**config.mk**
```make
export PLATFORM = sky130hd
export DESIGN_NAME = mgf_select
export DESIGN_NICKNAME = d
export VERILOG_FILES = /design/src/rtl/max_gradient_fusion_assert.svh /design/src/rtl/mgf_pkg.sv /design/src/rtl/mgf_select.sv
export SDC_FILE = /design/constraint.sdc
export NUM_CORES = 1
export LEC_CHECK = 0
export BUFFER_PORTS_ARGS = -buffer_cell sky130_fd_sc_hd__buf_2
export CAP_MARGIN = 5
export CORE_ASPECT_RATIO = 1.2
export CORE_UTILIZATION = 53
export DETAILED_ROUTE_END_ITERATION = 12
export PLACE_DENSITY = 0.78
export SKIP_CTS_REPAIR_TIMING = 1
export SLEW_MARGIN = 20
export SYNTH_ARGS = -nofsm -noshare
export SYNTH_HDL_FRONTEND = slang
export SYNTH_SLANG_ARGS = --single-unit
```
**constraint.sdc**
```tcl
create_clock -name clock -period 5.37 [get_ports clock]
set_input_delay 0.537 -clock clock [delete_from_list [all_inputs] [get_ports clock]]
set_output_delay 0.537 -clock clock [all_outputs]
set_load 0.03 [all_outputs]
```
**src/rtl/max_gradient_fusion_assert.svh**
```systemverilog
`ifndef MAX_GRADIENT_FUSION_ASSERT_SVH
`define MAX_GRADIENT_FUSION_ASSERT_SVH

// Condition holds at every clock edge outside reset
`define MGF_ASSERT_ALWAYS(label, cond, msg) \
   label: assert property (@(posedge clock) disable iff (reset) (cond)) \
      else $error(msg);

// Consequence holds in the same cycle as the antecedent
`define MGF_ASSERT_SAME(label, ante, cons, msg) \
   label: assert property (@(posedge clock) disable iff (reset) (ante) |-> (cons)) \
      else $error(msg);

// Consequence holds in the cycle after the antecedent
`define MGF_ASSERT_NEXT(label, ante, cons, msg) \
   label: assert property (@(posedge clock) disable iff (reset) (ante) |=> (cons)) \
      else $error(msg);

`endif

```
**src/rtl/mgf_pkg.sv**
```systemverilog
`timescale 1ns / 1ps

package mgf_pkg;

   localparam int PIXEL_W     = 8;
   localparam int PAIR_W      = 2 * PIXEL_W;
   localparam int GRAD_W      = 9;
   localparam int CSR_DATA_W  = 11;
   localparam int CSR_INDEX_W = 2;
   localparam int ROW_W       = CSR_DATA_W;

   // Output queue geometry
   localparam int QUEUE_DEPTH = 4;
   localparam int QUEUE_PTR_W = 2;
   localparam int QUEUE_CNT_W = 3;

   localparam logic [CSR_DATA_W-1:0] FRAME_WIDTH_RESET  = 11'd640;
   localparam logic [CSR_DATA_W-1:0] FRAME_HEIGHT_RESET = 11'd480;

   typedef enum logic [CSR_INDEX_W-1:0] {
      CSR_FRAME_WIDTH  = 2'd0,
      CSR_FRAME_HEIGHT = 2'd1
   } csr_index_type;

   typedef logic signed [GRAD_W-1:0] grad_type;

   typedef struct packed {
      grad_type grad_x;
      grad_type grad_y;
      logic     end_of_frame;
   } result_type;

   // Control flags carried by an item from acceptance to the gradient stage
   typedef struct packed {
      logic real_item;   // item changes state (not an ignored flush)
      logic older_bank;  // bank holding the row being received
      logic emit_a;      // result for the pixel one column back
      logic emit_b;      // extra result for the last column
      logic top_row;     // centre row is the first image row
      logic drain_row;   // item belongs to the drain row
      logic col_ge2;     // horizontal difference has both neighbours
      logic last_pixel;  // last item of the drain row
   } stage_ctrl_type;

   typedef struct packed {
      stage_ctrl_type        ctrl;
      logic [PIXEL_W-1:0]    bright;
      logic [PIXEL_W-1:0]    dark;
   } stage_type;

   function automatic grad_type pixel_diff(logic [PIXEL_W-1:0] a, logic [PIXEL_W-1:0] b);
      return signed'({1'b0, a}) - signed'({1'b0, b});
   endfunction

   // Keep the bright difference unless the dark one is strictly larger in magnitude
   function automatic grad_type pick_grad(grad_type b, grad_type d);
      logic [GRAD_W-1:0] mag_b;
      logic [GRAD_W-1:0] mag_d;
      mag_b = b[GRAD_W-1] ? unsigned'(-b) : unsigned'(b);
      mag_d = d[GRAD_W-1] ? unsigned'(-d) : unsigned'(d);
      return (mag_b >= mag_d) ? b : d;
   endfunction

endpackage

```
**src/rtl/mgf_select.sv**
```systemverilog
`timescale 1ns / 1ps

module mgf_select import mgf_pkg::*; (
   input  logic              clock,
   input  logic              advance,
   input  stage_type         stage,
   input  logic [PAIR_W-1:0] bank0_data,
   input  logic [PAIR_W-1:0] bank1_data,
   output logic              push_a,
   output logic              push_b,
   output result_type        result_a,
   output result_type        result_b
);

   logic [PIXEL_W-1:0] older_bright;
   logic [PIXEL_W-1:0] older_dark;
   logic [PIXEL_W-1:0] newer_bright;
   logic [PIXEL_W-1:0] newer_dark;
   logic               no_vertical;

   // Previous item: current pixel, older-row pixel, and two newer-row taps
   logic [PIXEL_W-1:0] tap_bright_cur_ff;
   logic [PIXEL_W-1:0] tap_dark_cur_ff;
   logic [PIXEL_W-1:0] tap_bright_old_ff;
   logic [PIXEL_W-1:0] tap_dark_old_ff;
   logic [PIXEL_W-1:0] tap_newer_bright_1_ff;
   logic [PIXEL_W-1:0] tap_newer_bright_2_ff;
   logic [PIXEL_W-1:0] tap_newer_dark_1_ff;
   logic [PIXEL_W-1:0] tap_newer_dark_2_ff;

   // Route the two banks to their current roles
   always_comb begin
      if (stage.ctrl.older_bank) begin
         older_bright = bank1_data[PAIR_W-1:PIXEL_W];
         older_dark   = bank1_data[PIXEL_W-1:0];
         newer_bright = bank0_data[PAIR_W-1:PIXEL_W];
         newer_dark   = bank0_data[PIXEL_W-1:0];
      end else begin
         older_bright = bank0_data[PAIR_W-1:PIXEL_W];
         older_dark   = bank0_data[PIXEL_W-1:0];
         newer_bright = bank1_data[PAIR_W-1:PIXEL_W];
         newer_dark   = bank1_data[PIXEL_W-1:0];
      end
   end

   assign no_vertical = stage.ctrl.top_row || stage.ctrl.drain_row;

   // Result for the pixel one row up and one column back, then the last-column extra
   always_comb begin
      result_a.grad_x = stage.ctrl.col_ge2 ?
         pick_grad(pixel_diff(newer_bright, tap_newer_bright_2_ff),
                   pixel_diff(newer_dark, tap_newer_dark_2_ff)) : '0;
      result_a.grad_y = no_vertical ? '0 :
         pick_grad(pixel_diff(tap_bright_cur_ff, tap_bright_old_ff),
                   pixel_diff(tap_dark_cur_ff, tap_dark_old_ff));
      result_a.end_of_frame = 1'b0;

      result_b.grad_x = '0;
      result_b.grad_y = no_vertical ? '0 :
         pick_grad(pixel_diff(stage.bright, older_bright),
                   pixel_diff(stage.dark, older_dark));
      result_b.end_of_frame = stage.ctrl.last_pixel;
   end

   assign push_a = advance && stage.ctrl.emit_a;
   assign push_b = advance && stage.ctrl.emit_b;

   // Taps move only with items that change state
   always_ff @(posedge clock) begin
      if (advance && stage.ctrl.real_item) begin
         tap_bright_cur_ff     <= stage.bright;
         tap_dark_cur_ff       <= stage.dark;
         tap_bright_old_ff     <= older_bright;
         tap_dark_old_ff       <= older_dark;
         tap_newer_bright_1_ff <= newer_bright;
         tap_newer_bright_2_ff <= tap_newer_bright_1_ff;
         tap_newer_dark_1_ff   <= newer_dark;
         tap_newer_dark_2_ff   <= tap_newer_dark_1_ff;
      end
   end

endmodule

```
==> out/results.ini, run 1 <==
[status]
status=completed

[layout]
final_area_sq_mm=0.00749
multi_input_area_sq_mm=0.00428
final_common_cell=buf_2
nFillCells=991
diodes=0
syn_to_final_growth_pct=14.7
final_cells=968
drive_gt1_share_pct=21.2
final_nets=948
utilization_pct=62.1
ff_latch_area_sq_mm=0.00192
layout_common_cells=buf_2, ha_1, nor2_1

[place]
dpl.hpwl_um=11900
place_ws_ps=127
dp_cells=949
placed_area_sq_mm=0.00712
routabilityCongestion=0.954
io_buffer_count=85

[synthesis]
synth_area_sq_mm=0.00653
yosys_most_used_dff=edfxtp_1
ys_seq_area_share_pct=29.4
syn_inst=713
syn_area_per_cell_sq_um=9.16
synth.distinct_cells=59
ys_warn_count=0
ys_ff_latch=64
ys_async_sr_fraction_pct=0
synth-edff-count=64

[power_and_ir_drop]
power_leakage_nw=3.39
powerDensity_mw_per_mm2=356
peakVddDrop_uv=262
power.total_mw=2.67

[route]
vias=5454
wire_per_inst_um=15.4
drt_iter0_markers=207
routed_wl_um=14900
dr.pass1.iters=4
drc=0
final_antenna_net_count=0
via_per_inst=5.63

[timing]
fin_hold_ws_ps=395
post-route-period-util_pct=94.8
skew_ps=4.46
worst_slew_pin_slew_ps=812
slew_violations=0
period_minus_slack_ps=5090
worst_slack_ps=280
rsz0062_at_grt=yes
setup_viol=0
hold_viol=0
relSlewSlack_pct=45.9
max_freq_mhz=196
finalSetupTns_ps=0

[floorplanning]
coreArea_sq_mm=0.0121
placementRows=44
dieArea_sq_mm=0.0128
die_y_um=124
initial_core_util_pct=54.2
die-width_um=103
ioPinCount=98

[grt]
grt_pass1_wl_um=23800
grt.total_usage_pct=24.1
grt_max_degree=65
antenna_found_initial=0
grt-ovfl-total=0
grt_pass1_vias=5207

[worst_setup_path]
required_ps=4830
arrival_ps=4550
r2r_setup_slack_ps=4740
crit_path_max_fanout=11
crit_path_start_kind=input port
cp-end-kind=output port
worstSetupPathType=in2out

[min_path]
hold_class=in2reg

[cts]
cts_root_buffer=clkbuf_16
clk_latency_ps=330
cts_tree=done
clk_pin_slew_ps=60
clock_path_buffers=2
cts_sinks=64
htreeDepth=3
numCtsBuffers=9

[job]
drv_cap=0

[worst max-delay path, cell delays in order]
cell and delay, ps:
clkbuf_4 200, buf_4 170, mux2_2 370, fa_1 470, a211oi_2 270, o21ai_1 110, a21o_1 180, a21o_2 280
a41oi_2 220, xnor2_1 100, ha_1 320, nand2_1 70, nor3_1 180, a21oi_1 90, o21ai_1 140, buf_4 210
mux2_2 360, nor2_2 80, buf_2 200
[cell usage after synthesis (3+ instances only)]
library cell	number	area share, %
buf_2	6	0.46
a211o_1	7	0.94
xor2_1	26	3.5
clkbuf_1	9	0.52
mux2_2	23	4.0
o22ai_1	3	0.29
o21ai_0	35	2.7
o21ai_1	10	0.77
o21bai_1	3	0.34
o21a_1	10	1.1
inv_1	71	4.1
nand2b_1	7	0.67
or3_1	3	0.29
nand3_1	8	0.61
nand3b_1	3	0.34
a211oi_1	10	1.1
a21o_1	13	1.5
mux2i_1	32	4.9
nor3_1	15	1.1
a21oi_1	43	3.3
nand2_1	29	1.7
buf_4	11	1.3
nor2_1	83	4.8
nor2b_1	5	0.48
o211ai_1	3	0.34
edfxtp_1	64	29
and2_1	4	0.38
ha_1	81	16
fa_1	6	1.8
or2_2	6	0.57
o31ai_1	9	1.0
a21oi_2	3	0.40
xnor2_1	35	4.7
[path summary, 6_finish.rpt]
path                       startpoint                       end  depth (start not counted)
min reg2reg  tap_newer_bright_1_ff[7]  tap_newer_bright_2_ff[7]                          0
max                         stage[22]              result_a[16]                         19
min                          stage[3]        tap_dark_cur_ff[3]                          1
max reg2reg  tap_newer_bright_1_ff[2]  tap_newer_bright_2_ff[2]                          0
[cell type report]
cell class,instances,area share (%)
multi-input cells,557,57.1
flip-flops and latches,64,25.7
repair buffers,99,7.12
inverters,72,3.61
clock buffers,9,3.01
well taps,161,2.69
clock inverters,6,0.818
[kinds of logic after synthesis]
kind of cell | count (synthesis) | share of synthesized area [%]
mux | 55 | 8.87
xor+xnor | 61 | 8.18
fa+ha+maj | 87 | 17.4
flops | 64 | 29.4
buf+inv | 102 | 6.84
simple gates | 176 | 12.8
other cells | 1 | 0.0574
compound gates | 167 | 16.5
[where the power goes]
| part | switching, mW | internal [mW] |
|---|---|---|
| registers | 0.00973 | 0.589 |
| clock network | 0.212 | 0.353 |
| logic | 0.894 | 0.611 |
| total | 1.12 | 1.55 |
[sequential cells by signal (all words and copies together) (netlist names)]
| register | cells |
|---|---|
| tap_newer_dark_1_ff | 8 |
| tap_bright_cur_ff | 8 |
| tap_dark_cur_ff | 8 |
| tap_newer_bright_1_ff | 8 |
| tap_newer_bright_2_ff | 8 |
| tap_dark_old_ff | 8 |
| tap_newer_dark_2_ff | 8 |
| tap_bright_old_ff | 8 |
[layer usage]
metal,up-vias,GRT usage [%],wire length [um]
met3,35,3.76,518
met5,-,0,0
li1,2706,-,-
met1,2584,27.6,6180
met4,0,8.80,398
met2,129,44.5,7770
(Power assumes the default switching activity.)
==> inputs of run 2 (changes only) <==
--- a/config.mk
+++ b/config.mk
@@ -5,14 +5,14 @@
 export SDC_FILE = /design/constraint.sdc
 export NUM_CORES = 1
 export LEC_CHECK = 0
+export ABC_AREA = 1
 export BUFFER_PORTS_ARGS = -buffer_cell sky130_fd_sc_hd__buf_2
 export CAP_MARGIN = 5
 export CORE_ASPECT_RATIO = 1.2
-export CORE_UTILIZATION = 53
+export CORE_UTILIZATION = 54
 export DETAILED_ROUTE_END_ITERATION = 12
-export PLACE_DENSITY = 0.78
+export PLACE_DENSITY = 0.79
 export SKIP_CTS_REPAIR_TIMING = 1
-export SLEW_MARGIN = 20
 export SYNTH_ARGS = -nofsm -noshare
 export SYNTH_HDL_FRONTEND = slang
 export SYNTH_SLANG_ARGS = --single-unit
==> run 2 against run 1 <==
Against the previous run:
- combinational power decreased by 9%
- utilization increased by 0.60 points
- fmax increased by 4.1%
- largest power group unchanged
- sequential share of layout area decreased by 1.7 points
==> out/results.ini, run 2 <==
[timing]
hold_viol=0  ; unchanged
period_minus_slack_ps=4890  ; was 5090 ps
slew_violations=0  ; unchanged
worst_slack_ps=481  ; was 280 ps
max_freq_mhz=205  ; was 196 MHz
setup_viol=0  ; unchanged
relSlewSlack_pct=44.9  ; was 45.9%
rsz0062_at_grt=no  ; was yes
post-route-period-util_pct=91.0  ; was 94.8%
finalSetupTns_ps=0  ; unchanged
worst_slew_pin_slew_ps=826  ; was 812 ps
skew_ps=3.19  ; was 4.46 ps
fin_hold_ws_ps=387  ; was 395 ps

[power_and_ir_drop]
powerDensity_mw_per_mm2=319  ; was 356 mW/mm^2
power_leakage_nw=4.30  ; was 3.39 nW
peakVddDrop_uv=199  ; was 262 uV

[layout]
final_nets=1261  ; was 948
nFillCells=1141  ; was 991
diodes=0  ; unchanged
syn_to_final_growth_pct=11.8  ; was 14.7%
final_common_cell=nand2_1  ; was buf_2
layout_common_cells=nand2_1, inv_1, nor2_1  ; was buf_2, ha_1, nor2_1
final_area_sq_mm=0.00802  ; was 0.00749 sq mm
final_cells=1284  ; was 968
drive_gt1_share_pct=15.8  ; was 21.2%

[synthesis]
synth_area_sq_mm=0.00717  ; was 0.00653 sq mm
synth_commonest_cells=nand2_1, inv_1, nor2_1  ; was nor2_1, ha_1, inv_1
syn_inst=1030  ; was 713
synth.distinct_cells=37  ; was 59
ys_ff_latch=64  ; unchanged
ys_warn_count=0  ; unchanged
synth.area.top_cells=edfxtp_1, nand2_1, ha_1, inv_1, nor2_1  ; was edfxtp_1, ha_1, mux2i_1, nor2_1, xnor2_1
ys_seq_area_share_pct=26.8  ; was 29.4%
syn_area_per_cell_sq_um=6.96  ; was 9.16 sq um
ys_async_sr_fraction_pct=0  ; unchanged
synth_top_area_cell=edfxtp_1  ; unchanged
synth-edff-count=64  ; unchanged
yosysMostFrequentCell=nand2_1  ; was nor2_1
yosys_most_used_dff=edfxtp_1  ; unchanged
yosysTopAreaCellShare_pct=26.8  ; was 29.4%

[cts]
cts_sinks=64  ; unchanged
clk_latency_ps=340  ; was 330 ps
clock_path_buffers=2  ; unchanged
numCtsBuffers=9  ; unchanged
cts_root_buffer=clkbuf_16  ; unchanged
clk_pin_slew_ps=50  ; was 60 ps
htreeDepth=3  ; unchanged
cts_tree=done  ; unchanged

[floorplanning]
dieArea_sq_mm=0.0137  ; was 0.0128 sq mm
placementRows=45  ; was 44
initial_core_util_pct=56.1  ; was 54.2%
die_y_um=128  ; was 124 um
die-width_um=107  ; was 103 um
ioPinCount=98  ; unchanged
coreArea_sq_mm=0.0128  ; was 0.0121 sq mm

[route]
vias=6566  ; was 5454
drt_iter0_markers=382  ; was 207
routed_wl_um=15500  ; was 14900 um
wire_per_inst_um=12.0  ; was 15.4 um
final_antenna_net_count=0  ; unchanged
dr.pass1.iters=5  ; was 4
via_per_inst=5.11  ; was 5.63
drc=0  ; unchanged

[place]
io_buffer_count=85  ; unchanged
place_ws_ps=411  ; was 127 ps
dpl.hpwl_um=12600  ; was 11900 um
dp_cells=1269  ; was 949
routabilityCongestion=0.933  ; was 0.954
placed_area_sq_mm=0.00773  ; was 0.00712 sq mm

[grt]
use_met1_pct=30.6  ; was 27.6%
busiest_layer=met2  ; unchanged
grt_pass1_vias=6015  ; was 5207
grt.total_usage_pct=24.1  ; about the same
antenna_found_initial=0  ; unchanged
grt_use_met3_pct=4.02  ; was 3.76%
use_met2_pct=39.8  ; was 44.5%
grt-ovfl-total=0  ; unchanged
grt_max_degree=65  ; unchanged
grt_pass1_wl_um=26500  ; was 23800 um

[min_path]
hold_class=in2reg  ; unchanged

[worst_setup_path]
arrival_ps=4350  ; was 4550 ps
worstSetupPathType=in2out  ; unchanged
path_cells=clkbuf_4 > buf_4 > nand2_1 > o21ai_0 > fa_1 > inv_1 > ha_1 > inv_1 > nor2_1 > nand3_1 > nor2_2 > nand2_2 > nor2_1 > nand3_1 > ha_1 > nand2_1 > nor2_1 > nand3b_1 > nand4_1 > nand3_1 > a21oi_1 > buf_2  ; was clkbuf_4 > buf_4 > mux2_2 > fa_1 > a211oi_2 > o21ai_1 > a21o_1 > a21o_2 > a41oi_2 > xnor2_1 > ha_1 > nand2_1 > nor3_1 > a21oi_1 > o21ai_1 > buf_4 > mux2_2 > nor2_2 > buf_2
critPathTopFamily=simple AND/OR/NAND/NOR gates  ; was compound AO/OA/AOI/OAI gates
path_buf_inv=5  ; was 4
crit_path_max_fanout=30  ; was 11
required_ps=4830  ; about the same
crit_path_start_kind=input port  ; unchanged
cp-end-kind=output port  ; unchanged
slowest_delay_ps=540  ; was 470 ps
critPathSlowestCell=fa_1  ; unchanged

[job]
drv_cap=0  ; unchanged

[status]
status=completed  ; unchanged

[run 2: cell types whose count changed after synthesis, sizes merged, moves of 12 or more]
cell	before	now
nand3	8	73
xnor2	35	3
mux2	23	0
mux2i	32	0
o21ai	45	66
nand2	29	300
a21o	14	0
nand3b	3	15
inv	71	179
nor2	83	115
a211oi	12	0
[run 2: path summary, 6_finish.rpt]
path,startpoint,slack [ps],end,depth (start not counted)
worst min register to register,tap_newer_dark_1_ff[1],420,tap_newer_dark_2_ff[1],0
worst max-delay path,stage[22],480,result_b[3],22
worst min-delay path,stage[15],390,tap_bright_cur_ff[7],1
worst max register to register,tap_newer_bright_1_ff[0],4740,tap_newer_bright_2_ff[0],0
[run 2: power by group]
part	switching, mW	internal [mW]	total (mW)	leakage (nW)
sequential	0.00883	0.589	0.597	0.599
clock	0.218	0.356	0.575	0.136
combinational	0.911	0.472	1.38	3.57
total	1.14	1.42	2.56	4.30
[run 2: kinds of logic (layout without fill, tap and decap cells)]
group	count (synthesis)	in the layout	share of synthesized area, %
simple gates	527	527	33.2
buf+inv	202	283	11.3
compound gates	126	126	10.0
fa+ha+maj	87	87	15.8
flops	64	64	26.8
xor+xnor	23	23	2.81
other cells	1	10	0.0523
[run 2: cell type report]
type | instances | area, sq um | share of cell area [%]
multi-input combinational | 773 | 4470 | 55.8
sequential | 64 | 1920 | 24.0
inverter | 179 | 674 | 8.41
timing repair buffer | 89 | 458 | 5.71
clock buffer | 10 | 229 | 2.86
tap | 164 | 205 | 2.56
clock inverter | 5 | 58.8 | 0.733
[run 2: metrics by stage]
step                power (mW)  util, %
floorplan                 1.70        -
global route              2.78     62.7
finish                    2.56     62.7
CTS                       2.56     62.7
global placement          1.96     60.5
detailed placement        1.98     60.5
[run 2: per-layer routing]
metal	share of wire [%]	up-vias	wire, um
li1	-	3470	-
met2	45	197	7030
met1	46	2856	7070
met5	0	-	0
met4	3.9	0	595
met3	4.9	43	755
