### config.mk
export PLATFORM = sky130hd
export DESIGN_NAME = mgf_out_queue
export DESIGN_NICKNAME = d
export VERILOG_FILES = /design/src/rtl/max_gradient_fusion_assert.svh /design/src/rtl/mgf_pkg.sv /design/src/rtl/mgf_out_queue.sv
export SDC_FILE = /design/constraint.sdc
export NUM_CORES = 1
export LEC_CHECK = 0
export ABC_AREA = 1
export BUFFER_PORTS_ARGS = -buffer_cell sky130_fd_sc_hd__buf_4
export CAP_MARGIN = 20
export CORE_MARGIN = 2
export CORE_UTILIZATION = 50
export DETAILED_ROUTE_END_ITERATION = 10
export GPL_TIMING_DRIVEN = 0
export PLACE_DENSITY = 0.71
export SYNTH_ARGS = -nofsm -noshare
export SYNTH_HDL_FRONTEND = slang
export SYNTH_SLANG_ARGS = --single-unit
### constraint.sdc
create_clock -name clock -period 2.4 [get_ports clock]
set_input_delay 0 -clock clock [delete_from_list [all_inputs] [get_ports clock]]
set_output_delay 0 -clock clock [all_outputs]
set_load 0.03 [all_outputs]
### src/rtl/max_gradient_fusion_assert.svh
`ifndef MAX_GRADIENT_FUSION_ASSERT_SVH
`define MAX_GRADIENT_FUSION_ASSERT_SVH

// Condition holds at every clock edge outside reset
`define MGF_ASSERT_ALWAYS(label, cond, msg) \
   label: assert property (@(posedge clock) disable iff (reset) (cond)) \
      else $error(msg);

// Consequence holds in the same cycle as the antecedent
`define MGF_ASSERT_SAME(label, ante, cons, msg) \
   label: assert property (@(posedge clock) disable iff (reset) (ante) |-> (cons)) \
      else $error(msg);

// Consequence holds in the cycle after the antecedent
`define MGF_ASSERT_NEXT(label, ante, cons, msg) \
   label: assert property (@(posedge clock) disable iff (reset) (ante) |=> (cons)) \
      else $error(msg);

`endif

### src/rtl/mgf_pkg.sv
`timescale 1ns / 1ps

package mgf_pkg;

   localparam int PIXEL_W     = 8;
   localparam int PAIR_W      = 2 * PIXEL_W;
   localparam int GRAD_W      = 9;
   localparam int CSR_DATA_W  = 11;
   localparam int CSR_INDEX_W = 2;
   localparam int ROW_W       = CSR_DATA_W;

   // Output queue geometry
   localparam int QUEUE_DEPTH = 4;
   localparam int QUEUE_PTR_W = 2;
   localparam int QUEUE_CNT_W = 3;

   localparam logic [CSR_DATA_W-1:0] FRAME_WIDTH_RESET  = 11'd640;
   localparam logic [CSR_DATA_W-1:0] FRAME_HEIGHT_RESET = 11'd480;

   typedef enum logic [CSR_INDEX_W-1:0] {
      CSR_FRAME_WIDTH  = 2'd0,
      CSR_FRAME_HEIGHT = 2'd1
   } csr_index_type;

   typedef logic signed [GRAD_W-1:0] grad_type;

   typedef struct packed {
      grad_type grad_x;
      grad_type grad_y;
      logic     end_of_frame;
   } result_type;

   // Control flags carried by an item from acceptance to the gradient stage
   typedef struct packed {
      logic real_item;   // item changes state (not an ignored flush)
      logic older_bank;  // bank holding the row being received
      logic emit_a;      // result for the pixel one column back
      logic emit_b;      // extra result for the last column
      logic top_row;     // centre row is the first image row
      logic drain_row;   // item belongs to the drain row
      logic col_ge2;     // horizontal difference has both neighbours
      logic last_pixel;  // last item of the drain row
   } stage_ctrl_type;

   typedef struct packed {
      stage_ctrl_type        ctrl;
      logic [PIXEL_W-1:0]    bright;
      logic [PIXEL_W-1:0]    dark;
   } stage_type;

   function automatic grad_type pixel_diff(logic [PIXEL_W-1:0] a, logic [PIXEL_W-1:0] b);
      return signed'({1'b0, a}) - signed'({1'b0, b});
   endfunction

   // Keep the bright difference unless the dark one is strictly larger in magnitude
   function automatic grad_type pick_grad(grad_type b, grad_type d);
      logic [GRAD_W-1:0] mag_b;
      logic [GRAD_W-1:0] mag_d;
      mag_b = b[GRAD_W-1] ? unsigned'(-b) : unsigned'(b);
      mag_d = d[GRAD_W-1] ? unsigned'(-d) : unsigned'(d);
      return (mag_b >= mag_d) ? b : d;
   endfunction

endpackage

### src/rtl/mgf_out_queue.sv
`timescale 1ns / 1ps

module mgf_out_queue import mgf_pkg::*; (
   input  logic       clock,
   input  logic       reset,
   input  logic       push_a,
   input  logic       push_b,
   input  result_type result_a,
   input  result_type result_b,
   output logic       room,
   output logic       out_valid,
   input  logic       out_stall,
   output result_type out_result
);

   result_type             entry_ff [QUEUE_DEPTH];
   logic [QUEUE_PTR_W-1:0] wr_ptr_ff;
   logic [QUEUE_PTR_W-1:0] wr_ptr_in;
   logic [QUEUE_PTR_W-1:0] rd_ptr_ff;
   logic [QUEUE_PTR_W-1:0] rd_ptr_in;
   logic [QUEUE_CNT_W-1:0] count_ff;
   logic [QUEUE_CNT_W-1:0] count_in;
   logic [1:0]             n_push;
   logic                   pop;

   assign n_push    = {1'b0, push_a} + {1'b0, push_b};
   assign out_valid = (count_ff != '0);
   assign pop       = out_valid && !out_stall;
   assign room      = (count_ff <= QUEUE_CNT_W'(QUEUE_DEPTH - 2));
   assign out_result = entry_ff[rd_ptr_ff];

   // Pointer and fill bookkeeping
   always_comb begin
      wr_ptr_in = wr_ptr_ff + QUEUE_PTR_W'(n_push);
      rd_ptr_in = rd_ptr_ff + QUEUE_PTR_W'(pop);
      count_in  = count_ff + QUEUE_CNT_W'(n_push) - QUEUE_CNT_W'(pop);
   end

   always_ff @(posedge clock) begin
      if (reset) begin
         wr_ptr_ff <= '0;
         rd_ptr_ff <= '0;
         count_ff  <= '0;
      end else begin
         wr_ptr_ff <= wr_ptr_in;
         rd_ptr_ff <= rd_ptr_in;
         count_ff  <= count_in;
      end
   end

   // Up to two items written in order per cycle
   always_ff @(posedge clock) begin
      if (push_a) begin
         entry_ff[wr_ptr_ff] <= result_a;
      end
      if (push_b) begin
         entry_ff[push_a ? wr_ptr_ff + QUEUE_PTR_W'(1) : wr_ptr_ff] <= result_b;
      end
   end

endmodule

==> impl_metrics.py, run 1 <==
metrics = {
    "run_status": {
        "outcome": "finished, final reports clean",
    },
    "route": {
        "antenna_left": 0,
        "drtPass1Iterations": 6,
        "drc": 0,
        "drt_iter0_markers": 466,
        "wl_per_cell_um": 17.49,
        "via_count": 4316,
        "via_per_inst": 5.649,
        "drt_wl_total_um": 13360,
    },
    "power_and_ir_drop": {
        "power.density_mw_per_mm2": 849.8,
        "pwr-share-clk_pct": 17.4,
        "sw_frac_of_total_pct": 40.85,
        "peakVddDrop_mv": 0.5059,
        "p_leak_uw": 0.002635,
        "p_sw_uw": 2060,
        "power.internal_uw": 2982,
        "seq_power_share_pct": 37.3,
        "comb_power_share_pct": 45.3,
    },
    "min_path": {
        "holdPathEnd": "wr_ptr_ff[1]",
        "min_path_cells": 4,
        "min_from": "push_b",
        "hold_class": "in -> reg",
    },
    "setup_path": {
        "reg2regPathDepth": 9,
        "worstPathRequired_ns": 2.51,
        "critPathLaunch": "wr_ptr_ff[1]",
        "cp-start-kind": "register",
        "cp.arrival_ns": 2.41,
        "cp_max_fo": 10,
        "critPathKind": "reg -> reg",
        "worst_setup_path_end_kind": "register",
        "r2r-start": "wr_ptr_ff[1]",
        "r2r_end": "entry_ff[2][15]",
        "regToRegSetupSlack_ns": 0.10,
    },
    "sta": {
        "setup_viol": 0,
        "fin_skew_ns": 0.005890,
        "timing.slew.headroom_pct": 59.53,
        "whs_ns": 0.08210,
        "rsz0062_at_grt": "false",
        "tns_ns": 0,
        "worst_pin_slew_ns": 0.6050,
        "fin_ws_ns": 0.1043,
        "finalCritPeriodShare_pct": 95.65,
        "drv_slew": 0,
        "period_needed_ns": 2.296,
        "hold_violations": 0,
        "fmax_mhz": 435.6,
    },
    "synth": {
        "ys_types": 27,
        "syn-num-nets": 573,
        "synth_flop_cell": "edfxtp_1",
        "synth_top_area_cell": "edfxtp_1",
        "synth_commonest_cells": "nand2_1 (211), edfxtp_1 (76), nor2_1 (45)",
        "synth_top_cell_area_share_pct": 50.10,
        "synth_edf_count": 76,
        "synth.most_common_cell": "nand2_1",
        "ys_seq_area_share_pct": 53.17,
        "yosys_warnings": 0,
        "syn_inst": 519,
        "ys_top_cells_by_area": "edfxtp_1 (50%), nand2_1 (17%), nand4_1 (5.2%), o21ai_0 (4.2%), nor2_1 (3.7%)",
        "ys_seq_elements": 83,
        "avgSynthCellArea_um2": 8.778,
        "synthesis.area_mm2": 0.004556,
        "async_flop_share_pct": 0,
    },
    "clock_tree": {
        "cts_buffer_depth": 2,
        "htreeDepth": 3,
        "cts_tree": "done",
        "clk_latency_ns": 0.36,
        "clk_pin_slew_ns": 0.08,
        "clkSinkCount": 83,
        "cts_root_buf": "clkbuf_8",
        "numCtsBuffers": 9,
    },
    "place": {
        "dp.cells": 690,
        "pre_cts_ws_ns": -0.2247,
        "finalWeightedCongestion": 0.8669,
        "dp_hpwl_um": 8264,
        "io_buffers": 63,
    },
    "floorplan": {
        "die_h_um": 99.45,
        "num_rows": 34,
        "die_x_um": 99.45,
        "core-area_mm2": 0.008763,
        "die_area_mm2": 0.009890,
        "ioPinCount": 64,
        "start_util_pct": 51.98,
    },
    "job": {
        "cap_violations": 0,
    },
    "cells_and_area": {
        "syn2layout_area_growth_pct": 30.24,
        "finalNonFillerCells": 764,
        "drive_above_1_share_pct": 18.90,
        "diodes": 0,
        "postLayoutCoreUtil_pct": 67.70,
        "final_nets": 706,
    },
    "global_routing": {
        "grt_max_degree": 20,
        "first_global_vias": 4210,
        "antenna_found_initial": 0,
        "track_usage_pct": 27.91,
        "grt_pass1_wl_um": 20830,
        "grt_overflow": 0,
    },
}
==> routing by layer <==
layer / GRT usage (%) / share of wire [%]
met2: 47.14 / 50
met4: 11.59 / 2.2
met1: 35.69 / 37
met5: 0 / 0
met3: 4.779 / 10
==> cell usage in the layout (no fill, tap or decap), types with 7 or more instances in the layout <==
cell,count
clkbuf_8,10
nand2_1,207
nor2_1,45
inv_1,17
o22ai_1,19
o21ai_0,38
ha_1,10
clkbuf_1,7
buf_4,67
dlygate4sd3_1,56
nand2_2,7
edfxtp_1,76
nand4_1,38
buf_2,18
==> power by group through the flow <==
stage          clock network [uW]  logic, uW  registers, uW
6_report                      877       2280           1880
5_1_grt                       907       2480           1900
4_1_cts                       864       2250           1880
3_5_place_dp                    0       2140           1920
3_3_place_gp                    0       2090           1910
2_1_floorplan                   0       1380           1890
==> worst max path at each step <==
stage	end	slack, ns	cells after the start
2_1_floorplan	entry_ff[3][0]	0.35	7
3_3_place_gp	entry_ff[1][3]	-0.14	8
3_5_place_dp	entry_ff[1][2]	-0.22	8
4_1_cts	entry_ff[2][13]	0.01	9
5_1_grt	entry_ff[2][13]	0.01	9
6_report	entry_ff[2][15]	0.10	9
==> area by class of cell <==
class | instances | area (um2)
plain buffers | 35 | 232.7
clock buffers | 10 | 127.6
clock inverters | 5 | 31.28
fillers | 679 | 2830
inverters | 18 | 70.07
multi-input cells | 383 | 1841
flip-flops and latches | 83 | 2427
well taps | 108 | 135.1
repair buffers | 122 | 1069
==> flip-flops by register name, summed over array words and instances (netlist names) <==
| name | count |
|---|---|
| rd_ptr_ff | 2 |
| count_ff | 3 |
| wr_ptr_ff | 2 |
| entry_ff | 76 |
==> stage by stage <==
| stage | total power (uW) | area, um2 |
|---|---|---|
| after global placement | 4001 | 5164 |
| after floorplan | 3269 | 4556 |
| after global routing | 5280 | 5933 |
| after detailed placement | 4056 | 5164 |
| after CTS | 4990 | 5893 |
| final | 5042 | 5933 |
==> logic make-up after synthesis <==
kind of cell	Yosys count	share of synthesized area (%)
compound gates	61	7.223
xor+xnor	1	0.1923
fa+ha+maj	11	3.186
buf+inv	53	6.646
flops	83	53.17
simple gates	310	29.58
==> repair_timing <==
action                                  in CTS  in global routing
endpoints found under the hold margin       83                  0
buffers inserted                             0                  3
gates resized for setup                      4                  3
hold buffers                                56                  0
endpoints found under the setup margin      76                 47
pin swaps                                    0                  2
==> critical path: stages (launching register included) <==
cell	delay, ns
dfxtp_2	0.41
inv_1	0.09
ha_1	0.31
nand2_2	0.11
nand2_2	0.10
buf_6	0.16
buf_4	0.18
nand4_1	0.09
nand2_1	0.05
dlygate4sd3_1	0.54
Note: power is estimated with default switching activity, not from simulation.
==> run 2: changes to the inputs <==
--- a/config.mk
+++ b/config.mk
@@ -7,9 +7,9 @@
 export LEC_CHECK = 0
 export ABC_AREA = 1
 export BUFFER_PORTS_ARGS = -buffer_cell sky130_fd_sc_hd__buf_4
-export CAP_MARGIN = 20
 export CORE_MARGIN = 2
 export CORE_UTILIZATION = 50
+export CTS_BUF_LIST = sky130_fd_sc_hd__clkbuf_2 sky130_fd_sc_hd__clkbuf_4 sky130_fd_sc_hd__clkbuf_8
 export DETAILED_ROUTE_END_ITERATION = 10
 export GPL_TIMING_DRIVEN = 0
 export PLACE_DENSITY = 0.71
==> impl_metrics.py, run 2 (same netlist as run 1, synthesis figures left out) <==
metrics = {
    "run_status": {
        "outcome": "finished, final reports clean",
    },
    "setup_path": {
        "path_cells": "inv_1 -> ha_1 -> nand2_2 -> nand2_2 -> buf_6 -> buf_4 -> nand4_1 -> nand2_1 -> dlygate4sd3_1",
        "cpMostUsedCell": "nand2_2",
        "reg2regPathDepth": 9,
        "r2r_end": "entry_ff[2][15]",
        "cp_max_fo": 10,
        "slowest_stage": "dlygate4sd3_1",
        "critPathKind": "reg -> reg",
        "worst_setup_path_end_kind": "register",
        "r2r-start": "wr_ptr_ff[1]",
        "critPathTopFamily": "buffers and inverters",
        "cp-start-kind": "register",
        "regToRegSetupSlack_ns": 0.10,
        "cp.arrival_ns": 2.42,
        "cp_slowest_stage_delay_ns": 0.54,
        "worstPathRequired_ns": 2.53,
        "critPathBufInv": 4,
    },
    "min_path": {
        "hold_class": "in -> reg",
        "min_from": "push_b",
        "holdPathEnd": "wr_ptr_ff[1]",
        "min_path_cells": 4,
    },
    "power_and_ir_drop": {
        "p_leak_uw": 0.002634,
        "power.density_mw_per_mm2": 852.1,
        "peakVddDrop_mv": 0.5054,
        "total_power_uw": 5050,
    },
    "route": {
        "drtPass1Iterations": 7,
        "via_count": 4284,
        "antenna_left": 0,
        "wl_per_cell_um": 17.43,
        "drt_wl_total_um": 13300,
        "via_per_inst": 5.615,
        "drt_iter0_markers": 625,
        "drc": 0,
    },
    "sta": {
        "drv_slew": 0,
        "timing.slew.headroom_pct": 59.60,
        "period_needed_ns": 2.297,
        "worst_pin_slew_ns": 0.6061,
        "hold_violations": 0,
        "setup_viol": 0,
        "rsz0062_at_grt": "false",
        "fmax_mhz": 435.4,
        "finalCritPeriodShare_pct": 95.69,
        "fin_skew_ns": 0.004727,
    },
    "cells_and_area": {
        "final_common_cell": "nand2_1",
        "final_cell_mix": "nand2_1 (207), edfxtp_1 (76), buf_4 (67), dlygate4sd3_1 (55), nor2_1 (45)",
        "drive_above_1_share_pct": 19.08,
        "largest-register": "entry_ff",
        "stdcell_area_mm2": 0.005927,
        "final_nets": 705,
        "largest_reg_flops": 76,
        "diodes": 0,
        "syn2layout_area_growth_pct": 30.10,
        "top_regs": "entry_ff: 76 flops, count_ff: 3 flops",
    },
    "floorplan": {
        "die_area_mm2": 0.009890,
        "ioPinCount": 64,
        "num_rows": 34,
        "die_x_um": 99.45,
        "start_util_pct": 51.98,
        "core-area_mm2": 0.008763,
        "die_h_um": 99.45,
    },
    "global_routing": {
        "grt_pass1_wl_um": 20760,
        "track_usage_pct": 27.88,
        "grt_overflow": 0,
        "grt_max_degree": 20,
        "antenna_found_initial": 0,
        "first_global_vias": 4174,
    },
    "clock_tree": {
        "htreeDepth": 3,
        "numCtsBuffers": 9,
        "cts_root_buf": "clkbuf_8",
        "cts_buffer_depth": 2,
        "clkSinkCount": 83,
        "clk_pin_slew_ns": 0.08,
        "clk_latency_ns": 0.37,
        "cts_tree": "done",
    },
    "place": {
        "io_buffers": 63,
        "dpl_cell_area_mm2": 0.005164,
        "dp_hpwl_um": 8264,
        "finalWeightedCongestion": 0.8669,
    },
    "job": {
        "cap_violations": 0,
    },
}
## run 2: layer usage
metal | track usage (%) | vias up | wire [um]
met5 | 0 | - | 0
met4 | 9.062 | 0 | 295
met3 | 5.973 | 36 | 1483
met2 | 47.19 | 268 | 6539
met1 | 35.88 | 1948 | 4978
li1 | - | 2032 | -
## run 2: layout make-up
type | count | area [um2]
clock buffers | 10 | 131.4
inverters | 18 | 70.07
multi-input cells | 383 | 1841
fillers | 679 | 2836
clock inverters | 5 | 31.28
repair buffers | 121 | 1059
well taps | 108 | 135.1
plain buffers | 35 | 232.7
flip-flops and latches | 83 | 2427
## run 2: what timing repair did
action                                  CTS  global route
resized for setup                         4             3
gates cloned                              0             0
hold buffers                             55             0
pin swaps                                 0             2
endpoints found under the setup margin   76            42
endpoints found under the hold margin    83             0
setup buffers                             0             3
## run 2: through the flow
| stage | util [%] | hold slack [ns] | TNS, ns | std cells | setup slack, ns |
|---|---|---|---|---|---|
| 6_report | 67.63 | 0.07465 | 0 | 763 | 0.1034 |
| 5_1_grt | 67.63 | 0.1384 | 0 | 763 | 0.01797 |
| 4_1_cts | 67.18 | 0.07992 | 0 | 760 | 0.01672 |
| 3_5_place_dp | 58.92 | 0.2258 | -14.33 | 690 | -0.2247 |
| 3_3_place_gp | 58.92 | 0.2211 | -8.780 | 690 | -0.1380 |
| 2_1_floorplan | - | 0.06669 | 0 | 519 | 0.3517 |
## run 2: worst max-delay path by stage
stage / to / from / cells past startpoint
after global placement: entry_ff[1][3] / wr_ptr_ff[1] / 8
after floorplan: entry_ff[3][0] / wr_ptr_ff[1] / 7
after CTS: entry_ff[2][15] / wr_ptr_ff[0] / 9
final: entry_ff[2][15] / wr_ptr_ff[1] / 9
after detailed placement: entry_ff[1][2] / wr_ptr_ff[1] / 8
after global routing: entry_ff[2][15] / wr_ptr_ff[1] / 9
## run 2: report_power, final
group	switching, uW	internal [uW]	total [uW]	leakage (uW)
Combinational	1480	800	2280	0.00179
Sequential	68.2	1810	1880	0.000768
Clock	514	376	890	0.0000752
## run 2: worst reg2reg max path, delay by kind of cell, from the launching register on
family                   cells  cell delay [ns]
AND/OR/NAND/NOR              4             0.35
buffers and inverters        4             0.98
adder cells (fa/ha/maj)      1             0.31
flip-flops                   1             0.41
==> run 3: changes to the inputs <==
--- a/config.mk
+++ b/config.mk
@@ -5,14 +5,13 @@
 export SDC_FILE = /design/constraint.sdc
 export NUM_CORES = 1
 export LEC_CHECK = 0
-export ABC_AREA = 1
 export BUFFER_PORTS_ARGS = -buffer_cell sky130_fd_sc_hd__buf_4
 export CORE_MARGIN = 2
 export CORE_UTILIZATION = 50
 export CTS_BUF_LIST = sky130_fd_sc_hd__clkbuf_2 sky130_fd_sc_hd__clkbuf_4 sky130_fd_sc_hd__clkbuf_8
 export DETAILED_ROUTE_END_ITERATION = 10
 export GPL_TIMING_DRIVEN = 0
-export PLACE_DENSITY = 0.71
+export PLACE_DENSITY = 0.72
 export SYNTH_ARGS = -nofsm -noshare
 export SYNTH_HDL_FRONTEND = slang
 export SYNTH_SLANG_ARGS = --single-unit
==> impl_metrics.py, run 3 <==
metrics = {
    "setup_path": {
        "cp_max_fo": 3,
        "regToRegSetupSlack_ns": 0.11,
        "cp.arrival_ns": 2.53,
        "path_cells": "or3_1 -> nor2b_1 -> ha_1 -> inv_1 -> ha_1 -> inv_1 -> fa_1 -> xnor2_2 -> xnor2_1 -> nor2_1",
        "cp_slowest_stage_delay_ns": 0.41,
        "cp-start-kind": "register",
        "r2r_end": "count_ff[2]",
        "r2r-start": "count_ff[1]",
        "reg2regPathDepth": 10,
        "worstPathRequired_ns": 2.64,
        "worst_setup_path_end_kind": "register",
        "slowest_stage": "fa_1",
        "critPathTopFamily": "adder cells",
        "critPathBufInv": 2,
        "critPathKind": "reg -> reg",
    },
    "floorplan": {
        "start_util_pct": 51.29,
        "core-area_mm2": 0.008175,
        "die_area_mm2": 0.009134,
        "die_h_um": 95.57,
        "ioPinCount": 64,
        "num_rows": 33,
        "die_x_um": 95.57,
    },
    "power_and_ir_drop": {
        "pwr-share-clk_pct": 21.5,
        "comb_power_share_pct": 37.8,
        "p_leak_uw": 0.001984,
        "peakVddDrop_mv": 0.5119,
        "sw_frac_of_total_pct": 32.57,
        "power.internal_uw": 3186,
        "power.density_mw_per_mm2": 870.8,
        "total_power_uw": 4724,
        "seq_power_share_pct": 40.7,
        "p_sw_uw": 1539,
    },
    "route": {
        "via_per_inst": 5.422,
        "drt_wl_total_um": 8499,
        "wl_per_cell_um": 18.32,
        "drtPass1Iterations": 4,
        "drt_iter0_markers": 117,
        "via_count": 2516,
        "drc": 0,
        "antenna_left": 0,
    },
    "cells_and_area": {
        "largest_reg_flops": 76,
        "final_nets": 408,
        "top_regs": "entry_ff: 76 flops, count_ff: 3 flops",
        "final_common_cell": "edfxtp_1",
        "final_cell_mix": "edfxtp_1 (76), mux2_2 (71), buf_4 (69), dlygate4sd3_1 (39), mux4_2 (19)",
        "diodes": 0,
        "postLayoutCoreUtil_pct": 66.36,
        "largest-register": "entry_ff",
        "syn2layout_area_growth_pct": 29.39,
        "drive_above_1_share_pct": 52.37,
    },
    "sta": {
        "setup_viol": 0,
        "period_needed_ns": 2.288,
        "finalCritPeriodShare_pct": 95.32,
        "timing.slew.headroom_pct": 55.22,
        "whs_ns": 0.1572,
        "drv_slew": 0,
        "fmax_mhz": 437.1,
        "fin_skew_ns": 0.007324,
        "worst_pin_slew_ns": 0.6717,
        "hold_violations": 0,
    },
    "global_routing": {
        "grt_pass1_wl_um": 13160,
        "grt_max_degree": 20,
        "first_global_vias": 2563,
        "track_usage_pct": 20.15,
        "grt_overflow": 0,
        "antenna_found_initial": 0,
    },
    "min_path": {
        "min_from": "push_a",
        "hold_class": "in -> reg",
        "holdPathEnd": "wr_ptr_ff[0]",
        "min_path_cells": 4,
    },
    "clock_tree": {
        "cts_root_buf": "clkbuf_8",
        "clk_pin_slew_ns": 0.09,
        "htreeDepth": 3,
        "cts_buffer_depth": 2,
        "clkSinkCount": 83,
        "numCtsBuffers": 9,
        "cts_tree": "done",
        "clk_latency_ns": 0.35,
    },
    "synth": {
        "ys_seq_elements": 83,
        "avgSynthCellArea_um2": 17.40,
        "yosys_warnings": 0,
        "synthesis.area_mm2": 0.004193,
        "async_flop_share_pct": 0,
        "synth_top_area_cell": "edfxtp_1",
        "ys_top_cells_by_area": "edfxtp_1 (54%), mux2_2 (19%), mux4_2 (10%), dfxtp_1 (3.3%), ha_1 (3.0%)",
        "synth_edf_count": 76,
        "synth_flop_cell": "edfxtp_1",
        "ys_seq_area_share_pct": 57.77,
        "synth.most_common_cell": "edfxtp_1",
        "synth_top_cell_area_share_pct": 54.43,
        "ys_types": 28,
        "syn_inst": 241,
        "synth_commonest_cells": "edfxtp_1 (76), mux2_2 (71), mux4_2 (19)",
        "syn-num-nets": 295,
    },
    "place": {
        "finalWeightedCongestion": 0.7513,
        "io_buffers": 63,
        "dp_hpwl_um": 5195,
    },
    "run_status": {
        "outcome": "finished, final reports clean",
    },
    "job": {
        "cap_violations": 0,
    },
}
-- run 3: metal layers --
layer | vias up | wire [um] | global-route usage, %
met2 | 55 | 4532 | 33.16
li1 | 1182 | - | -
met1 | 1265 | 3567 | 26.41
met4 | 0 | 157 | 7.500
met5 | - | 0 | 0
met3 | 14 | 242 | 4.269
-- run 3: timing repair --
item / 4_1_cts / 5_1_grt
hold endpoints to repair: 83 / 0
hold buffers: 39 / 0
setup endpoints to repair: 76 / 77
resized for setup: 4 / 5
pin swaps: 0 / 0
buffers inserted: 0 / 0
-- run 3: worst reg2reg max path: cells and delay by family (launching register included) --
kind	cells	cell delay (ns)
adders and majority gates	3	0.84
and+or+nand+nor	3	0.62
DFF	1	0.33
xor gates and xnor gates	2	0.29
buffers and inverters	2	0.11
-- run 3: power by group through the flow --
| stage | sequential (uW) | combinational [uW] | clock [uW] |
|---|---|---|---|
| after CTS | 1930 | 1790 | 1030 |
| after floorplan | 1930 | 1210 | 0 |
| after detailed placement | 1960 | 1720 | 0 |
| final | 1920 | 1790 | 1020 |
| after global placement | 1960 | 1710 | 0 |
| after global routing | 1940 | 1910 | 1090 |
-- run 3: worst max path at each step --
stage                       from         endpoint  slack (ns)  depth (start not counted)
floorplan            count_ff[1]      count_ff[2]        0.07                         10
global placement    wr_ptr_ff[0]   entry_ff[0][4]       -0.29                          6
detailed placement  wr_ptr_ff[0]   entry_ff[0][4]       -0.33                          6
CTS                 wr_ptr_ff[0]  entry_ff[0][18]        0.02                          6
global route         count_ff[1]      count_ff[2]     -0.0007                         10
finish               count_ff[1]      count_ff[2]        0.11                         10
-- run 3: cell type report --
type,count,area (um2)
Buffer,13,102.6
Fill cell,604,2750
Timing Repair Buffer,102,863.3
Inverter,7,26.28
Clock inverter,7,76.32
Sequential cell,83,2422
Multi-Input combinational cell,138,1679
Clock buffer,9,123.9
Tap cell,105,131.4
-- run 3: kinds of logic after synthesis --
family,share of synthesized area (%)
xor+xnor,1.044
fa+ha+maj,3.462
mux,30.62
compound gates,1.313
flops,57.77
buf+inv,3.073
simple gates,2.716
-- run 3: through the flow --
stage	setup slack [ns]	std cells	instance area (um2)	TNS [ns]
3_3_place_gp	-0.2932	409	4797	-16.39
2_1_floorplan	0.07125	241	4193	0
6_report	0.1122	464	5425	0
3_5_place_dp	-0.3266	409	4797	-19.08
4_1_cts	0.02088	464	5395	0
5_1_grt	-0.0007243	464	5425	-0.0007243
